## src/sv/event_refractory_and_neighbour_filter_defines.svh

```systemverilog
// ---------------------------------------------------------------------------
// Event filter assertion macros
// Shared property forms for the event filter checks, clocked on clk and
// disabled while arst_n is low.
// ---------------------------------------------------------------------------
`ifndef EVENT_REFRACTORY_AND_NEIGHBOUR_FILTER_DEFINES_SVH
`define EVENT_REFRACTORY_AND_NEIGHBOUR_FILTER_DEFINES_SVH

// same-cycle implication
`define ERF_ASSERT_NOW(label, pre, post, msg) \
	label: assert property (@(posedge clk) disable iff (!arst_n) (pre) |-> (post)) \
		else $error(msg);

// next-cycle implication
`define ERF_ASSERT_NEXT(label, pre, post, msg) \
	label: assert property (@(posedge clk) disable iff (!arst_n) (pre) |=> (post)) \
		else $error(msg);

`endif

```

## src/sv/erf_pkg.sv

```systemverilog
// ---------------------------------------------------------------------------
// Event filter package
// Sizes, register indexes and shared types of the event filter.
// ---------------------------------------------------------------------------
`default_nettype none

package erf_pkg;

	localparam int MAX_WIDTH   = 512;
	localparam int MAX_HEIGHT  = 512;
	localparam int MAX_RADIUS  = 3;
	localparam int STAMP_BITS  = 32;

	localparam int COL_BITS    = $clog2(MAX_WIDTH);
	localparam int ROW_BITS    = $clog2(MAX_HEIGHT);
	localparam int ADDR_BITS   = COL_BITS + ROW_BITS;
	localparam int WORD_BITS   = STAMP_BITS + 1;
	localparam int IN_STAMP_BITS = 31;
	localparam int WINDOW_BITS = 31;
	localparam int RADIUS_BITS = 2;
	localparam int FRAME_BITS  = 10;

	localparam int IN_FIELD_BITS  = COL_BITS + ROW_BITS + 1 + IN_STAMP_BITS;
	localparam int IN_TDATA_BITS  = ((IN_FIELD_BITS + 7) / 8) * 8;
	localparam int OUT_TDATA_BITS = 8;
	localparam int CFG_INDEX_BITS = 3;
	localparam int CFG_DATA_BITS  = 31;

	// configuration register indexes
	localparam logic [CFG_INDEX_BITS-1:0] REG_TEMPORAL_ENABLE = 3'd0;
	localparam logic [CFG_INDEX_BITS-1:0] REG_TEMPORAL_WINDOW = 3'd1;
	localparam logic [CFG_INDEX_BITS-1:0] REG_SPATIAL_ENABLE  = 3'd2;
	localparam logic [CFG_INDEX_BITS-1:0] REG_SPATIAL_WINDOW  = 3'd3;
	localparam logic [CFG_INDEX_BITS-1:0] REG_SPATIAL_RADIUS  = 3'd4;
	localparam logic [CFG_INDEX_BITS-1:0] REG_FRAME_WIDTH     = 3'd5;
	localparam logic [CFG_INDEX_BITS-1:0] REG_FRAME_HEIGHT    = 3'd6;

	// flags from the age compare unit
	typedef struct packed {
		logic below;
		logic nonzero;
	} age_flags_t;

endpackage

`default_nettype wire

```

## src/sv/erf_age_unit.sv

```systemverilog
// ---------------------------------------------------------------------------
// Event filter age compare unit
// Signed age of a stored stamp against the event stamp, compared with a
// window; shared by the refractory check and the neighborhood scan.
// ---------------------------------------------------------------------------
`default_nettype none

module erf_age_unit
	import erf_pkg::*;
(
	input  wire logic [IN_STAMP_BITS-1:0] stamp,
	input  wire logic [STAMP_BITS-1:0]    entry,
	input  wire logic [WINDOW_BITS-1:0]   window,
	output      age_flags_t               flags
);

	logic [STAMP_BITS-1:0] age;
	logic [STAMP_BITS-1:0] window_x;

	// age wraps modulo the stamp width and reads as signed
	assign age      = STAMP_BITS'(stamp) - entry;
	assign window_x = STAMP_BITS'(window);

	assign flags.below   = $signed(age) < $signed(window_x);
	assign flags.nonzero = |age;

endmodule

`default_nettype wire

```

## config.mk

```make
export PLATFORM = sky130hd
export DESIGN_NAME = erf_age_unit
export DESIGN_NICKNAME = d
export VERILOG_FILES = /design/src/sv/event_refractory_and_neighbour_filter_defines.svh /design/src/sv/erf_pkg.sv /design/src/sv/erf_age_unit.sv
export SDC_FILE = /design/constraint.sdc
export NUM_CORES = 1
export LEC_CHECK = 0
export BUFFER_PORTS_ARGS = -buffer_cell sky130_fd_sc_hd__buf_2
export CORE_ASPECT_RATIO = 1.4
export CORE_UTILIZATION = 48
export DETAILED_ROUTE_END_ITERATION = 8
export GPL_TIMING_DRIVEN = 0
export MAX_ROUTING_LAYER = met4
export PLACE_DENSITY = 0.92
export SYNTH_ARGS = -nofsm -noshare
export SYNTH_HDL_FRONTEND = slang
export SYNTH_SLANG_ARGS = --single-unit
export TNS_END_PERCENT = 10
```

## constraint.sdc

```tcl
create_clock -name vclk -period 7.42
set_input_delay 2.226 -clock vclk [all_inputs]
set_output_delay 2.226 -clock vclk [all_outputs]
set_load 0.02 [all_outputs]
```

==> flow_metrics.py, run 1 <==
metrics = {
    "synthesis": {
        "yosysSeqAreaShare_pct": 0,
        "synthSimpleGateAreaFrac_pct": 20.11,
        "synth_compound_area_share_pct": 29.03,
        "synth_fa_ha_area_share_pct": 28.94,
        "syn-num-nets": 554,
        "syn_area_per_cell_um2": 6.800,
        "syn-cell-area_um2": 2706,
        "postSynthCellCount": 398,
        "synthXorXnorAreaFrac_pct": 9.709,
        "synthMuxAreaShare_pct": 0.4161,
        "synth_cell_type_count": 53,
        "yosysWarnings": 0,
        "synth_top_family_by_area": "compound AO/OA/AOI/OAI gates",
    },
    "global_route": {
        "grt-ovfl-total": 0,
        "grt_pass1_vias": 3065,
        "grt_max_degree": 9,
        "antenna_found_initial": 0,
        "grt_pass1_wl_mm": 11.76,
        "grt.total_usage_pct": 24.27,
    },
    "min_path": {
        "holdCritStartpoint": "entry[31]",
        "hold_path_class": "input pin to primary output",
    },
    "detailed_routing": {
        "vias": 3199,
        "avgViaCountPerCell": 5.642,
        "wire_per_inst_um": 13.27,
        "drt_first_iter_violations": 88,
        "drt-total-wl_mm": 7.525,
        "drcViolationCount": 0,
        "firstDrtPassIters": 4,
        "ant_nets": 0,
    },
    "sta": {
        "finalWorstSetupSlack_ns": -0.4764,
        "setup_viol": 1,
        "holdWs_ns": 4.974,
        "period_share_pct": 106.4,
        "rsz0062_at_grt": "true",
        "slew_violations": 0,
        "setup_tns_ns": -0.4764,
        "finalCriticalPeriod_ns": 7.896,
        "slew_headroom_pct": 72.32,
        "tightest_slew_ns": 0.4128,
        "finalHoldViolations": 0,
        "fmaxAchievable_mhz": 126.6,
    },
    "power": {
        "power_density_nw_per_um2": 99.26,
        "p_leak_nw": 1.899,
        "finalPower_uw": 350.1,
        "ir_worst_vdd_mv": 0.04660,
    },
    "layout": {
        "finalNonFillerCells": 567,
        "final_layout_size_suffix_gt1_share_pct": 28.26,
        "seq_cell_count": 0,
        "clockBufferCount": 0,
        "fin_nets": 657,
        "regArea_um2": 0,
        "area_growth_pct": 30.33,
        "fillerInstances": 498,
        "antenna_cells": 0,
    },
    "floorplanning": {
        "initial_core_util_pct": 49.34,
        "ios": 96,
        "die_h_um": 90.85,
        "coreArea_um2": 5485,
        "die_w_um": 65.46,
        "dieArea_um2": 5947,
        "rows": 32,
    },
    "worst_setup_path": {
        "crit_arrival_ns": 5.67,
        "critPathLaunchType": "input pin",
        "crit_type": "input pin to primary output",
        "required_ns": 5.19,
        "cp-startpoint": "entry[4]",
        "path_max_fanout": 4,
        "crit_path_end_kind": "primary output",
        "crit_path_end": "flags[1]",
    },
    "placement": {
        "dp_hpwl_mm": 6.306,
        "dp.cells": 562,
        "routabilityCongestion": 0.9106,
        "port_buffers": 96,
    },
    "run_status": {
        "violations": "negative setup slack",
        "outcome": "finished with violations",
    },
    "run": {
        "cap_violations": 0,
    },
}
[final cells by class]
cell class | instances | area, um2 | share of cell area, %
Multi-Input combinational cell | 323 | 2576 | 73.04
Timing Repair Buffer | 101 | 534.3 | 15.15
Inverter | 70 | 275.3 | 7.804
Tap cell | 68 | 85.08 | 2.412
Buffer | 5 | 56.30 | 1.596
[report_power, final]
group	internal [mW]	total (mW)	switching [mW]
combinational	0.163	0.350	0.187
sequential	0	0	0
clock	0	0	0
[Yosys cell counts, types with 2 or more instances]
| library cell | count | share of area [%] |
|---|---|---|
| nor3b_1 | 2 | 0.55 |
| ha_1 | 61 | 28 |
| nand3_1 | 6 | 1.1 |
| o21ai_1 | 2 | 0.37 |
| a21o_2 | 3 | 0.97 |
| o211ai_1 | 6 | 1.7 |
| nand4_1 | 8 | 1.8 |
| o31ai_1 | 3 | 0.83 |
| o21bai_1 | 2 | 0.55 |
| clkbuf_1 | 2 | 0.28 |
| o21ai_0 | 22 | 4.1 |
| nor4_1 | 6 | 1.4 |
| a21o_1 | 11 | 3.1 |
| or3_1 | 4 | 0.92 |
| nor3_1 | 4 | 0.74 |
| inv_1 | 70 | 9.7 |
| o21a_1 | 4 | 1.1 |
| nor2b_1 | 3 | 0.69 |
| a211oi_1 | 10 | 2.8 |
| xor2_1 | 11 | 3.6 |
| nand2b_1 | 5 | 1.2 |
| a31oi_1 | 5 | 1.2 |
| nor2_1 | 31 | 4.3 |
| or2_2 | 2 | 0.46 |
| nand2_1 | 33 | 4.6 |
| xnor2_1 | 19 | 6.1 |
| a21oi_1 | 37 | 6.8 |
[worst min-delay path by stage]
stage                to  slack (ns)  cells past startpoint
2_1_floorplan  flags[1]        4.76                      4
3_3_place_gp   flags[1]        4.98                      6
3_5_place_dp   flags[1]        4.98                      6
4_1_cts        flags[1]        4.97                      6
5_1_grt        flags[1]        5.03                      6
6_report       flags[1]        4.97                      6
[cells in the final DEF (no fill, tap or decap), types with 3 or more instances in the layout]
cell type / instances
inv_1: 67
nor2b_1: 3
o21ai_1: 3
nor2_1: 30
nand2b_1: 3
a31oi_1: 5
xnor2_1: 19
nand2_1: 33
ha_4: 6
o211ai_1: 6
or3_1: 4
buf_2: 94
o21a_1: 4
a21oi_1: 35
xor2_1: 11
a21o_2: 3
a21o_1: 11
nand3_1: 6
nand4_1: 8
o21ai_0: 20
nor3_1: 3
ha_1: 55
a211oi_1: 9
nor4_1: 6
buf_4: 5
[cells by family (layout without fill, tap and decap cells)]
| family | count (synthesis) | after routing |
|---|---|---|
| AO/OA/AOI/OAI | 118 | 118 |
| adder cells (fa/ha/maj) | 62 | 62 |
| buffers and inverters | 75 | 176 |
| AND/OR/NAND/NOR | 112 | 112 |
| XOR/XNOR | 30 | 30 |
| multiplexers | 1 | 1 |
[timing repair]
item                                   4_1_cts  5_1_grt
hold buffers                                 0        0
endpoints found under the hold margin        0        0
resized for setup                            8       14
pin swaps                                    7        8
setup buffers                                4        1
setup endpoints to repair                    2        2
[per-layer routing]
layer	GRT usage (%)	routed length, um	vias to the layer above
met5	-	0	-
met4	9.420	252	0
met3	1.136	305	24
met2	47.59	4146	127
met1	23.80	2821	1440
li1	-	-	1608
[critical path, stage by stage]
cell,delay (ns)
buf_2,0.10
inv_1,0.07
ha_4,0.21
a21o_2,0.22
a211oi_4,0.24
a2111oi_4,0.13
o2111a_2,0.28
buf_4,0.14
o31a_4,0.36
xnor2_1,0.14
ha_1,0.34
nand4_1,0.13
or2_2,0.33
nor3_2,0.21
a2111oi_2,0.09
o31ai_1,0.20
nand2_1,0.12
buf_6,0.15
[stage by stage]
stage	instance area, um2	utilization (%)	setup slack (ns)
2_1_floorplan	2819	-	-0.07029
3_3_place_gp	3385	61.70	-0.7824
5_1_grt	3527	64.30	-0.6545
3_5_place_dp	3385	61.70	-0.7909
4_1_cts	3445	62.80	-0.4658
6_report	3527	64.30	-0.4764
(Power assumes the default switching activity.)
==> run 2: changes to the inputs <==
--- a/config.mk
+++ b/config.mk
@@ -5,13 +5,15 @@
 export SDC_FILE = /design/constraint.sdc
 export NUM_CORES = 1
 export LEC_CHECK = 0
+export ABC_AREA = 1
 export BUFFER_PORTS_ARGS = -buffer_cell sky130_fd_sc_hd__buf_2
 export CORE_ASPECT_RATIO = 1.4
-export CORE_UTILIZATION = 48
+export CORE_UTILIZATION = 50
 export DETAILED_ROUTE_END_ITERATION = 8
 export GPL_TIMING_DRIVEN = 0
 export MAX_ROUTING_LAYER = met4
-export PLACE_DENSITY = 0.92
+export PLACE_DENSITY = 0.89
+export SETUP_SLACK_MARGIN = 0.2
 export SYNTH_ARGS = -nofsm -noshare
 export SYNTH_HDL_FRONTEND = slang
 export SYNTH_SLANG_ARGS = --single-unit
==> constraint.sdc (replaced) <==
create_clock -name vclk -period 9.3
set_input_delay 2.79 -clock vclk [all_inputs]
set_output_delay 2.79 -clock vclk [all_outputs]
set_load 0.02 [all_outputs]
==> run 2 against run 1 <==
Effect of this change:
- the run now ends clean
- critical path depth rose by 7
- core utilization shrank 3.4 points
- final cell count increased by 35%
- first-iteration DRC count rose by 76%
- routed wire length grew 27%
- combinational power down 23%
- worst hold slack better by 1.2 ns
- final area is 8.1% higher
- area after synthesis is 20% higher
- largest power group unchanged
==> flow_metrics.py, run 2 <==
metrics = {
    "run_status": {
        "outcome": "finished, final reports clean",
    },
    "placement": {
        "dp_hpwl_mm": 8.700,
        "routabilityCongestion": 1.026,
        "dp.cells": 766,
        "place_area_um2": 3811,
        "port_buffers": 96,
    },
    "sta": {
        "setup_tns_ns": 0,
        "finalCriticalPeriod_ns": 8.679,
        "slew_violations": 0,
        "slew_headroom_pct": 75.94,
        "rsz0062_at_grt": "false",
        "fmaxAchievable_mhz": 115.2,
        "period_share_pct": 93.33,
        "tightest_slew_ns": 0.3596,
        "setup_viol": 0,
        "finalHoldViolations": 0,
    },
    "detailed_routing": {
        "avgViaCountPerCell": 5.159,
        "drt-total-wl_mm": 9.523,
        "drcViolationCount": 0,
        "firstDrtPassIters": 7,
        "drt_first_iter_violations": 155,
        "wire_per_inst_um": 12.43,
        "ant_nets": 0,
        "vias": 3952,
    },
    "floorplanning": {
        "rows": 34,
        "dieArea_um2": 6812,
        "die_h_um": 97.26,
        "ios": 96,
        "die_w_um": 70.04,
        "coreArea_um2": 6254,
        "initial_core_util_pct": 51.82,
    },
    "global_route": {
        "antenna_found_initial": 0,
        "grt_pass1_vias": 3879,
        "grt.total_usage_pct": 28.99,
        "grt_pass1_wl_mm": 15.90,
        "grt_max_degree": 9,
        "grt-ovfl-total": 0,
    },
    "clock_tree": {
        "cts.repair.resized": 0,
        "cts_hold_buffers": 0,
        "cts_setup_buffers": 0,
    },
    "min_path": {
        "hold_path_class": "input pin to primary output",
        "holdCritStartpoint": "entry[31]",
        "hold_path_depth": 6,
        "min_to": "flags[1]",
    },
    "layout": {
        "finalNonFillerCells": 766,
        "seq_cell_count": 0,
        "fin_nets": 852,
        "fin_util_pct": 60.94,
        "area_growth_pct": 17.61,
        "fillerInstances": 676,
        "final_layout_size_suffix_gt1_share_pct": 18.73,
        "layout_common_cells": "nand2_1 (166), inv_1 (148), buf_2 (96), ha_1 (61), nor2_1 (50)",
        "clockBufferCount": 0,
        "regArea_um2": 0,
        "layout_commonest_cell": "nand2_1",
        "final_area_um2": 3811,
        "antenna_cells": 0,
    },
    "power": {
        "power_density_nw_per_um2": 70.41,
        "ir_worst_vdd_mv": 0.03785,
        "p_leak_nw": 2.476,
    },
    "synthesis": {
        "synth_cell_type_count": 34,
        "synth_largest_area_cell": "ha_1",
        "syn-cell-area_um2": 3241,
        "synth.top_cells.by_count": "nand2_1 (166), inv_1 (148), ha_1 (61)",
        "ys_top_cells_by_area": "ha_1 (24%), nand2_1 (19%), inv_1 (17%)",
        "postSynthCellCount": 598,
        "synth_most_common_cell": "nand2_1",
        "syn-num-nets": 754,
        "syn_area_per_cell_um2": 5.419,
        "synth_top_area_share_pct": 23.55,
        "yosysWarnings": 0,
        "yosysSeqAreaShare_pct": 0,
    },
    "worst_setup_path": {
        "crit_path_end_kind": "primary output",
        "cpMostUsedCell": "nand2_1",
        "critPathBufInv": 5,
        "cp_slowest_cell": "fa_1",
        "path_delay_family": "simple AND/OR/NAND/NOR gates",
        "required_ns": 6.51,
        "path_max_fanout": 4,
        "crit_arrival_ns": 5.89,
        "critPathLaunchType": "input pin",
        "cp_slowest_stage_delay_ns": 0.38,
        "crit_type": "input pin to primary output",
    },
    "run": {
        "cap_violations": 0,
    },
}
-- run 2: cell count changes after synthesis, sizes merged, moves of 7 or more --
| cell | previous run | this run |
|---|---|---|
| nand3 | 6 | 39 |
| a21oi | 37 | 45 |
| xnor2 | 19 | 3 |
| nand2 | 33 | 180 |
| o21ai | 24 | 17 |
| inv | 70 | 151 |
| nor2 | 31 | 53 |
| a211oi | 11 | 0 |
| a21o | 14 | 3 |
-- run 2: worst max path at each step --
stage | from | end | slack (ns) | cells after the start
finish | stamp[0] | flags[1] | 0.62 | 25
detailed placement | stamp[0] | flags[1] | 0.64 | 25
global route | stamp[0] | flags[1] | 0.27 | 25
floorplan | stamp[0] | flags[1] | 1.26 | 23
CTS | stamp[0] | flags[1] | 0.64 | 25
global placement | stamp[0] | flags[1] | 0.67 | 25
-- run 2: area by class of cell --
type                       instances  area, um2  area share [%]
multi-input combinational        446       2663           69.86
inverter                         151      566.8           14.87
buffer                             1      11.26          0.2955
timing repair buffer              96      480.5           12.61
tap                               72      90.09           2.364
-- run 2: power by group --
part	switching, mW	internal [mW]
sequential	0	0
clock	0	0
combinational	0.165	0.103
total	0.165	0.103
-- run 2: layer usage --
metal / wire length (um) / track usage (%) / vias up
met5: 0 / - / -
met4: 680 / 17.54 / 0
met3: 352 / 0.8299 / 38
met2: 4877 / 55.92 / 147
met1: 3613 / 27.86 / 1699
li1: - / - / 2068
-- run 2: cells by family after synthesis --
logic type               count (synthesis)  share of synthesized area [%]
adder cells (fa/ha/maj)                 62                          24.17
AO/OA/AOI/OAI                           75                          13.78
buffers and inverters                  152                          17.84
AND/OR/NAND/NOR                        299                          41.04
XOR/XNOR                                10                          3.166
-- run 2: tightest hold or removal path, stage by stage --
cell	delay, ns
buf_2	0.09
nand2_1	0.05
nand2_1	0.14
inv_1	0.09
nand2_1	0.07
buf_2	0.15
-- run 2: per-stage QoR --
stage	worst slack, ns	hold slack (ns)	power [mW]
final	0.6206	6.161	0.2683
after detailed placement	0.6409	6.162	0.2652
after global placement	0.6666	6.157	0.2556
after global routing	0.2732	6.191	0.3042
after floorplan	1.264	5.867	0.1882
after CTS	0.6414	6.164	0.2670
==> run 3: changes to the inputs <==
--- a/config.mk
+++ b/config.mk
@@ -8,11 +8,11 @@
 export ABC_AREA = 1
 export BUFFER_PORTS_ARGS = -buffer_cell sky130_fd_sc_hd__buf_2
 export CORE_ASPECT_RATIO = 1.4
-export CORE_UTILIZATION = 50
+export CORE_UTILIZATION = 40
 export DETAILED_ROUTE_END_ITERATION = 8
 export GPL_TIMING_DRIVEN = 0
 export MAX_ROUTING_LAYER = met4
-export PLACE_DENSITY = 0.89
+export PLACE_DENSITY = 0.75
 export SETUP_SLACK_MARGIN = 0.2
 export SYNTH_ARGS = -nofsm -noshare
 export SYNTH_HDL_FRONTEND = slang
==> run 3 against run 2 <==
Effect of this change:
- count of clock-buffer cells in the layout unchanged
- sequential cell count unchanged
- power down 2.2%
- core utilization down 12 points
- critical path depth unchanged
- setup slack better by 0.21 ns
==> flow_metrics.py, run 3 (synthesis gave the netlist of run 2 again) <==
metrics = {
    "floorplanning": {
        "dieArea_um2": 8471,
        "rows": 38,
        "ios": 96,
        "die_h_um": 108.5,
        "die_w_um": 78.07,
        "initial_core_util_pct": 41.56,
        "coreArea_um2": 7797,
    },
    "placement": {
        "pre_cts_slack_ns": 0.8060,
        "port_buffers": 96,
        "dp.cells": 794,
        "place_area_um2": 3846,
        "routabilityCongestion": 1.024,
        "dp_hpwl_mm": 8.492,
    },
    "detailed_routing": {
        "wire_per_inst_um": 11.59,
        "vias": 3843,
        "drt-total-wl_mm": 9.201,
        "avgViaCountPerCell": 4.840,
        "firstDrtPassIters": 5,
        "drcViolationCount": 0,
        "drt_first_iter_violations": 120,
        "ant_nets": 0,
    },
    "layout": {
        "final_area_um2": 3846,
        "finalNonFillerCells": 794,
        "fin_util_pct": 49.33,
        "layout_commonest_cell": "nand2_1",
        "seq_cell_count": 0,
        "antenna_cells": 0,
        "layout_common_cells": "nand2_1 (166), inv_1 (148), buf_2 (96), ha_1 (61), nor2_1 (50)",
        "fin_nets": 852,
        "regArea_um2": 0,
        "area_growth_pct": 18.69,
        "final_layout_size_suffix_gt1_share_pct": 18.73,
        "clockBufferCount": 0,
    },
    "sta": {
        "finalWorstSetupSlack_ns": 0.8266,
        "setup_viol": 0,
        "holdWs_ns": 6.165,
        "slew_violations": 0,
        "period_share_pct": 91.11,
        "setup_tns_ns": 0,
        "slew_headroom_pct": 73.99,
        "rsz0062_at_grt": "false",
        "finalHoldViolations": 0,
        "finalCriticalPeriod_ns": 8.473,
        "fmaxAchievable_mhz": 118.0,
        "tightest_slew_ns": 0.3861,
    },
    "global_route": {
        "grt_pass1_vias": 3667,
        "grt_max_degree": 9,
        "grt_pass1_wl_mm": 15.26,
        "grt-ovfl-total": 0,
        "antenna_found_initial": 0,
        "grt.total_usage_pct": 22.88,
    },
    "min_path": {
        "hold_path_class": "input pin to primary output",
    },
    "worst_setup_path": {
        "critPathLaunchType": "input pin",
        "required_ns": 6.51,
        "crit_type": "input pin to primary output",
        "crit_arrival_ns": 5.68,
        "critPathBufInv": 5,
        "crit_path_end_kind": "primary output",
        "path_max_fanout": 4,
        "cpMostUsedCell": "nand2_1",
        "path_delay_family": "simple AND/OR/NAND/NOR gates",
        "cp_slowest_stage_delay_ns": 0.38,
        "cp_slowest_cell": "fa_1",
    },
    "run": {
        "cap_violations": 0,
    },
    "power": {
        "ir_worst_vdd_mv": 0.03438,
        "finalPower_uw": 262.5,
        "power_density_nw_per_um2": 68.25,
        "p_leak_nw": 2.476,
    },
    "clock_tree": {
        "cts_hold_buffers": 0,
        "cts_setup_buffers": 0,
        "cts.repair.resized": 0,
    },
    "run_status": {
        "outcome": "finished, final reports clean",
    },
}
## run 3: cell type report
cell class / count / area [um2]
inverters: 151 / 566.8
plain buffers: 1 / 11.26
multi-input cells: 446 / 2663
well taps: 100 / 125.1
fillers: 842 / 3951
repair buffers: 96 / 480.5
## run 3: where the power goes
group	internal, mW	switching, mW
logic	0.102	0.160
registers	0	0
clock network	0	0
total	0.102	0.160
## run 3: per-layer routing
metal / GRT usage (%) / part of all wire [%] / vias up
li1: - / - / 2058
met1: 23.45 / 40 / 1644
met2: 45.05 / 51 / 117
met3: 0.2532 / 3.9 / 24
met4: 10.05 / 5.0 / 0
met5: - / 0 / -
## run 3: path summary, 6_finish.rpt
kind	cells past startpoint	slack, ns	start	end
worst min-delay path	7	6.16	window[30]	flags[1]
worst max-delay path	25	0.83	stamp[0]	flags[1]
